File: src/crlf_line_assembler_top_defines.svh
`ifndef CRLF_LINE_ASSEMBLER_TOP_DEFINES_SVH
`define CRLF_LINE_ASSEMBLER_TOP_DEFINES_SVH

`ifndef SYNTHESIS

`define CLA_ASSERT_IMPLY(label, clk, rst_n, ante, cons) \
    label: assert property (@(posedge clk) disable iff (!(rst_n)) (ante) |-> (cons)) \
        else $error("assertion failed");

`define CLA_ASSERT_NEXT(label, clk, rst_n, ante, cons) \
    label: assert property (@(posedge clk) disable iff (!(rst_n)) (ante) |=> (cons)) \
        else $error("assertion failed");

`else

`define CLA_ASSERT_IMPLY(label, clk, rst_n, ante, cons)

`define CLA_ASSERT_NEXT(label, clk, rst_n, ante, cons)

`endif

`endif

File: src/crlf_la_pkg.sv
`default_nettype none

package crlf_la_pkg;

    localparam logic [7:0] CHAR_CR = 8'h0d;
    localparam logic [7:0] CHAR_LF = 8'h0a;

    typedef struct packed {
        logic wr_en;
        logic rd_en;
        logic clr;
    } t_store_ctl;

endpackage

`default_nettype wire

File: src/crlf_la_store.sv
`default_nettype none

module crlf_la_store #(
    parameter int LINE_BYTES = 64,
    parameter int AW         = 6
) (
    input  wire                       i_clk,
    input  wire                       i_rst_n,
    input  wire crlf_la_pkg::t_store_ctl i_ctl,
    input  wire  [AW-1:0]             i_wr_addr,
    input  wire  [7:0]                i_wr_data,
    input  wire  [AW-1:0]             i_rd_addr,
    output logic [7:0]                o_rd_data
);

    logic [7:0]            r_mem [LINE_BYTES];
    logic [LINE_BYTES-1:0] r_valid;
    logic [7:0]            r_rd_data;
    logic                  r_rd_ok;

    always_ff @(posedge i_clk) begin
        if (i_ctl.wr_en) begin
            r_mem[i_wr_addr] <= i_wr_data;
        end
        if (i_ctl.rd_en) begin
            r_rd_data <= r_mem[i_rd_addr];
        end
    end

    always_ff @(posedge i_clk) begin
        if (!i_rst_n) begin
            r_valid <= '0;
            r_rd_ok <= 1'b0;
        end else begin
            if (i_ctl.clr) begin
                r_valid <= '0;
            end else if (i_ctl.wr_en) begin
                r_valid[i_wr_addr] <= 1'b1;
            end
            if (i_ctl.rd_en) begin
                r_rd_ok <= r_valid[i_rd_addr];
            end
        end
    end

    // unwritten entries read as zero
    assign o_rd_data = r_rd_ok ? r_rd_data : 8'h00;

endmodule

`default_nettype wire

File: src/crlf_line_assembler_top.sv
// CRLF line assembler. Received bytes enter on the s_axis side at one per cycle while no delivery
// runs, and are stored in a LINE_BYTES-entry line buffer; CR followed by LF completes a line, CR
// followed by anything else drops it, and a full buffer wraps its count to zero. When delivery is
// enabled, a completed line goes out on the m_axis side as the whole buffer in index order (stale
// and zero bytes included) with tlast on the final byte, after which the buffer reads as zeros
// again. Each byte of a delivery takes a memory read state and then an output state; the
// controller issues the next read only once the current byte has been accepted, and no request is
// taken during a delivery. The buffer needs no clearing pass after reset: per-entry valid bits
// make unwritten entries read zero.
`default_nettype none
`include "crlf_line_assembler_top_defines.svh"

module crlf_line_assembler_top #(
    parameter int LINE_BYTES = 64
) (
    input  wire        i_clk,
    input  wire        i_rst_n,
    input  wire        i_cfg_wr_en,
    input  wire        i_cfg_wr_data,   // deliver_enable
    input  wire        s_axis_tvalid,
    output logic       s_axis_tready,
    input  wire  [7:0] s_axis_tdata,    // [7:0] rx_byte
    output logic       m_axis_tvalid,
    input  wire        m_axis_tready,
    output logic [7:0] m_axis_tdata,    // [7:0] line_byte
    output logic       m_axis_tlast     // line_last
);

    localparam int AW = $clog2(LINE_BYTES);
    localparam logic [AW-1:0] LAST_IDX = AW'(LINE_BYTES - 1);

    typedef enum logic [1:0] {
        S_IDLE,
        S_READ,
        S_SHOW
    } t_state;

    t_state                  r_state, n_state;
    logic [AW-1:0]           r_count, n_count;
    logic                    r_seen_cr, n_seen_cr;
    logic                    r_line_done, n_line_done;
    logic                    r_deliver;
    logic [AW-1:0]           r_idx, n_idx;
    logic                    r_out_valid, n_out_valid;
    logic                    r_out_last, n_out_last;
    crlf_la_pkg::t_store_ctl store_ctl;
    logic                    in_take;
    logic                    out_take;
    logic                    cr_take;

    assign s_axis_tready = (r_state == S_IDLE);
    assign in_take       = s_axis_tvalid && s_axis_tready;
    assign out_take      = m_axis_tvalid && m_axis_tready;
    assign cr_take       = in_take && !r_line_done && !r_seen_cr
                           && (s_axis_tdata == crlf_la_pkg::CHAR_CR);
    assign m_axis_tvalid = r_out_valid;
    assign m_axis_tlast  = r_out_last;

    always_comb begin
        n_state     = r_state;
        n_count     = r_count;
        n_seen_cr   = r_seen_cr;
        n_line_done = r_line_done;
        n_idx       = r_idx;
        n_out_valid = r_out_valid;
        n_out_last  = r_out_last;
        store_ctl   = '0;
        case (r_state)
            S_IDLE: begin
                if (in_take) begin
                    if (!r_line_done) begin
                        if (r_seen_cr) begin
                            if (s_axis_tdata == crlf_la_pkg::CHAR_LF) begin
                                n_line_done = 1'b1;
                            end else begin
                                n_count   = '0;
                                n_seen_cr = 1'b0;
                            end
                        end else if (cr_take) begin
                            n_seen_cr = 1'b1;
                        end else begin
                            store_ctl.wr_en = 1'b1;
                            n_count = (r_count == LAST_IDX) ? '0 : r_count + 1'b1;
                        end
                    end
                    if (n_line_done && r_deliver) begin
                        n_state     = S_READ;
                        n_idx       = '0;
                        n_count     = '0;
                        n_seen_cr   = 1'b0;
                        n_line_done = 1'b0;
                    end
                end
            end
            S_READ: begin
                store_ctl.rd_en = 1'b1;
                n_out_valid     = 1'b1;
                n_out_last      = (r_idx == LAST_IDX);
                n_state         = S_SHOW;
            end
            S_SHOW: begin
                if (out_take) begin
                    n_out_valid = 1'b0;
                    if (r_out_last) begin
                        store_ctl.clr = 1'b1;
                        n_state       = S_IDLE;
                    end else begin
                        n_idx   = r_idx + 1'b1;
                        n_state = S_READ;
                    end
                end
            end
            default: begin
                n_state = S_IDLE;
            end
        endcase
    end

    always_ff @(posedge i_clk) begin
        if (!i_rst_n) begin
            r_state     <= S_IDLE;
            r_count     <= '0;
            r_seen_cr   <= 1'b0;
            r_line_done <= 1'b0;
            r_deliver   <= 1'b1;
            r_idx       <= '0;
            r_out_valid <= 1'b0;
            r_out_last  <= 1'b0;
        end else begin
            r_state     <= n_state;
            r_count     <= n_count;
            r_seen_cr   <= n_seen_cr;
            r_line_done <= n_line_done;
            r_idx       <= n_idx;
            r_out_valid <= n_out_valid;
            r_out_last  <= n_out_last;
            if (i_cfg_wr_en) begin
                r_deliver <= i_cfg_wr_data;
            end
        end
    end

    crlf_la_store #(
        .LINE_BYTES (LINE_BYTES),
        .AW         (AW)
    ) u_store (
        .i_clk      (i_clk),
        .i_rst_n    (i_rst_n),
        .i_ctl      (store_ctl),
        .i_wr_addr  (r_count),
        .i_wr_data  (s_axis_tdata),
        .i_rd_addr  (r_idx),
        .o_rd_data  (m_axis_tdata)
    );

    `CLA_ASSERT_IMPLY(a_no_take_during_dump, i_clk, i_rst_n, m_axis_tvalid, !s_axis_tready)
    `CLA_ASSERT_NEXT(a_idle_after_last, i_clk, i_rst_n, out_take && m_axis_tlast, s_axis_tready)
    `CLA_ASSERT_NEXT(a_cr_arms, i_clk, i_rst_n, cr_take, r_seen_cr)
    `CLA_ASSERT_IMPLY(a_count_range, i_clk, i_rst_n, 1'b1, r_count <= LAST_IDX)

endmodule

`default_nettype wire

File: config.mk
export PLATFORM = sky130hd
export DESIGN_NAME = crlf_line_assembler_top
export DESIGN_NICKNAME = d
export VERILOG_FILES = /design/src/crlf_la_pkg.sv /design/src/crlf_la_store.sv /design/src/crlf_line_assembler_top.sv
export VERILOG_INCLUDE_DIRS = /design/src /design/src/src
export SDC_FILE = /design/constraint.sdc
export NUM_CORES = 1
export LEC_CHECK = 0
export BUFFER_PORTS_ARGS = -buffer_cell sky130_fd_sc_hd__buf_2
export CAP_MARGIN = 20
export CORE_MARGIN = 2
export CORE_UTILIZATION = 56
export DETAILED_ROUTE_END_ITERATION = 8
export PLACE_DENSITY = 0.72
export SYNTH_ARGS = -nofsm -noshare
export SYNTH_HDL_FRONTEND = slang
export SYNTH_SLANG_ARGS = --single-unit
File: constraint.sdc
create_clock -name i_clk -period 2.63 [get_ports i_clk]
set_clock_uncertainty 0.1 [all_clocks]
set_input_delay 0.6575 -clock i_clk [delete_from_list [all_inputs] [get_ports i_clk]]
set_output_delay 0.6575 -clock i_clk [all_outputs]
set_load 0.02 [all_outputs]
==> flow_metrics.env <==
export IMPL_outcome="complete, but fails checks"
export IMPL_failed_checks="setup timing"
export IMPL_critPathLaunchType="flop"
export IMPL_multi_input_area_um2=5980
export IMPL_hold_viol=0
export IMPL_htreeDepth=2
export IMPL_ys_seq_elements=604
export IMPL_drt_total_wl_um=53800
export IMPL_synth_most_common_cell="edfxtp_1"
export IMPL_finalCritPeriodShare=1.01
export IMPL_clock_sinks=604
export IMPL_path_class="reg2reg"
export IMPL_routedWlPerCell_um=27.8
export IMPL_seqCellArea_um2=17300
export IMPL_syn_avg_cell_area_um2=19.8
export IMPL_drt_vias_per_instance=6.28
export IMPL_die_area_um2=43500
export IMPL_gr_total_overflow=0
export IMPL_max_slew_margin=0.456
export IMPL_finalWeightedCongestion=0.826
export IMPL_required_ns=2.86
export IMPL_dr_first_iter_drc_count=1446
export IMPL_timing_rr_start="r_idx[0]$_SDFFE_PN0P_"
export IMPL_ir_worst_vdd_v=0.000574
export IMPL_dieHeight_um=208
export IMPL_placementRows=74
export IMPL_drive_gt1_frac=0.351
export IMPL_drv_slew=0
export IMPL_cts_max_path_buffers=3
export IMPL_setup_reg_to_reg_worst_slack_ns=-0.03
export IMPL_synth_cell_type_count=45
export IMPL_hpwl_um=34000
export IMPL_place_area_um2=25300
export IMPL_synthCells=1180
export IMPL_arrival_ns=2.89
export IMPL_worstMarginPinSlew_ns=0.813
export IMPL_cap_violations=0
export IMPL_clockRootBuffer="clkbuf_16"
export IMPL_antenna_left=0
export IMPL_grt_start_max_net_pins=65
export IMPL_leakagePower_uw=0.00875
export IMPL_clk_pin_slew_worst_paths_ns=0.06
export IMPL_fmax_ghz=0.376
export IMPL_synthesis_nets=1196
export IMPL_synth_edf_count=520
export IMPL_tns_ns=-0.0329
export IMPL_drc_errors=0
export IMPL_cts_tree="yes"
export IMPL_cts_buffers=58
export IMPL_synth_ff_type="edfxtp_1"
export IMPL_synth_largest_area_cell="edfxtp_1"
export IMPL_syn_cell_area_um2=23400
export IMPL_firstDrtPassIters=7
export IMPL_r2r_cells=7
export IMPL_dieWidth_um=208
export IMPL_ioPinCount=25
export IMPL_io_buffers=24
export IMPL_utilization=0.672
export IMPL_synth_warning_count=0
export IMPL_crit_start="r_idx[0]$_SDFFE_PN0P_"
export IMPL_synth_top_area_frac=0.667
export IMPL_core_area_um2=41000
export IMPL_final_area_um2=27600
export IMPL_start_util=0.571
export IMPL_cp_end_kind="flop"
export IMPL_finalCriticalPeriod_ns=2.66
export IMPL_first_global_vias=12083
export IMPL_fin_ws_ns=-0.0329
export IMPL_fin_nets=1366
export IMPL_synth_commonest_cells="520 x edfxtp_1, 167 x mux4_2, 92 x nor2_1, 84 x dfxtp_1, 65 x o21a_1"
export IMPL_path_max_fanout=7
export IMPL_rsz0062_at_grt="true"
export IMPL_clkLatencyLatePin_ns=0.61
export IMPL_r2r_end="u_store.r_rd_data[3]$_DFFE_PP_"
export IMPL_grt_pass1_wl_um=80600
export IMPL_fillers=2637
export IMPL_cp_endpoint="u_store.r_rd_data[3]$_DFFE_PP_"
export IMPL_synth_area_top_cells="edfxtp_1 67%, mux4_2 16%, dfxtp_1 7.2%"
export IMPL_finalPower_uw=19300
export IMPL_ys_seq_area_frac=0.739
export IMPL_vias=12137
export IMPL_async_flop_share=0
export IMPL_setup_violations=1
export IMPL_holdCritPathClass="in2reg"
export IMPL_holdBufCountCts=0
export IMPL_power_density_nw_per_um2=699
export IMPL_grt_use_total=0.255
export IMPL_antenna_found_initial=1
export IMPL_area_growth_syn_to_layout_pct=17.8
[flip-flops by register name, summed over array words and instances, names as in the netlist]
signal / cells
m_axis_tlast: 1
m_axis_tvalid: 1
r_count: 6
r_deliver: 1
r_idx: 6
r_line_done: 1
r_seen_cr: 1
r_state: 2
u_store.r_mem: 512
u_store.r_rd_data: 8
u_store.r_rd_ok: 1
u_store.r_valid: 64
[layer usage]
metal  routed length [um]  track usage  vias to the layer above
li1                     -            -                     5176
met1                22200        0.375                     6324
met2                26000        0.402                      551
met3                 4010       0.0433                       86
met4                 1550       0.0697                        0
met5                    0            0                        -
[cells in the final DEF (no fill, tap or decap), drive strengths merged, types with 2 or more instances in the layout]
| cell | n |
|---|---|
| or3b | 2 |
| o21ai | 15 |
| nand2 | 23 |
| nor2 | 92 |
| buf | 179 |
| and2 | 8 |
| o211ai | 7 |
| mux4 | 167 |
| o221a | 2 |
| or4b | 3 |
| a21o | 2 |
| clkbuf | 71 |
| clkinvlp | 4 |
| or3 | 7 |
| a22oi | 8 |
| o2111ai | 2 |
| bufinv | 8 |
| nand3b | 6 |
| dfxtp | 84 |
| mux2i | 18 |
| edfxtp | 520 |
| inv | 7 |
| clkinv | 26 |
| and3b | 2 |
| mux2 | 7 |
| nor2b | 6 |
| a41oi | 2 |
| a21oi | 20 |
| ha | 2 |
| o21a | 65 |
| nor3 | 3 |
| nand4 | 3 |
| nand4b | 2 |
| nand3 | 15 |
[timing repair]
action | in CTS | in global routing
cloned | 2 | 1
setup endpoints to repair | 8 | 76
pin swaps | 3 | 0
setup buffers | 8 | 5
gates resized for setup | 7 | 17
[stage by stage]
stage | cells | setup slack, ns | hold slack (ns)
after global routing | 1931 | -0.0564 | 0.242
after CTS | 1925 | -0.0231 | 0.223
after floorplan | 1180 | 0.00390 | 0.335
after global placement | 1806 | -0.298 | 0.342
final | 1932 | -0.0329 | 0.238
after detailed placement | 1806 | -0.347 | 0.348
[worst min path at each step]
| stage | startpoint | end | slack (ns) | depth (start not counted) |
|---|---|---|---|---|
| detailed placement | u_store.r_valid[11]$_SDFFE_PP0P_ | u_store.r_valid[11]$_SDFFE_PP0P_ | 0.35 | 1 |
| CTS | i_cfg_wr_en | r_deliver$_SDFFE_PN1P_ | 0.22 | 2 |
| global placement | u_store.r_valid[44]$_SDFFE_PP0P_ | u_store.r_valid[44]$_SDFFE_PP0P_ | 0.34 | 1 |
| floorplan | u_store.r_valid[14]$_SDFFE_PP0P_ | u_store.r_valid[14]$_SDFFE_PP0P_ | 0.34 | 1 |
| finish | i_cfg_wr_en | r_deliver$_SDFFE_PN1P_ | 0.24 | 2 |
| global route | i_cfg_wr_en | r_deliver$_SDFFE_PN1P_ | 0.24 | 2 |
[worst max-delay path: stages (launching register included)]
cell      delay (ns)
dfxtp_4         0.42
buf_12          0.14
buf_12          0.14
mux4_2          0.53
mux4_2          0.53
a22oi_2         0.26
buf_4           0.17
o211ai_1        0.09
[logic make-up (layout without fill, tap and decap cells)]
kind of cell / after synthesis / count (layout) / synth area share
flip-flops: 604 / 604 / 0.739
other: 0 / 1 / 0
multiplexers: 192 / 192 / 0.172
buffers and inverters: 77 / 296 / 0.0141
AO/OA/AOI/OAI: 129 / 129 / 0.0383
AND/OR/NAND/NOR: 176 / 176 / 0.0361
adder cells (fa/ha/maj): 2 / 2 / 0.00107
[power by group]
group | switching, uW | leakage, uW | internal, uW | total [uW]
clock network | 3520 | 0.000949 | 4950 | 8460
registers | 13.7 | 0.00536 | 10400 | 10400
logic | 273 | 0.00244 | 106 | 379
[final cells by class]
cell class / count / share of cell area
diodes: 1 / 0.0000907
clock buffers: 70 / 0.0558
clock inverters: 39 / 0.0147
inverters: 6 / 0.000817
multi-input cells: 499 / 0.217
flip-flops and latches: 604 / 0.628
well taps: 532 / 0.0241
repair buffers: 181 / 0.0598
No activity file was read; power rests on OpenSTA's default activity.
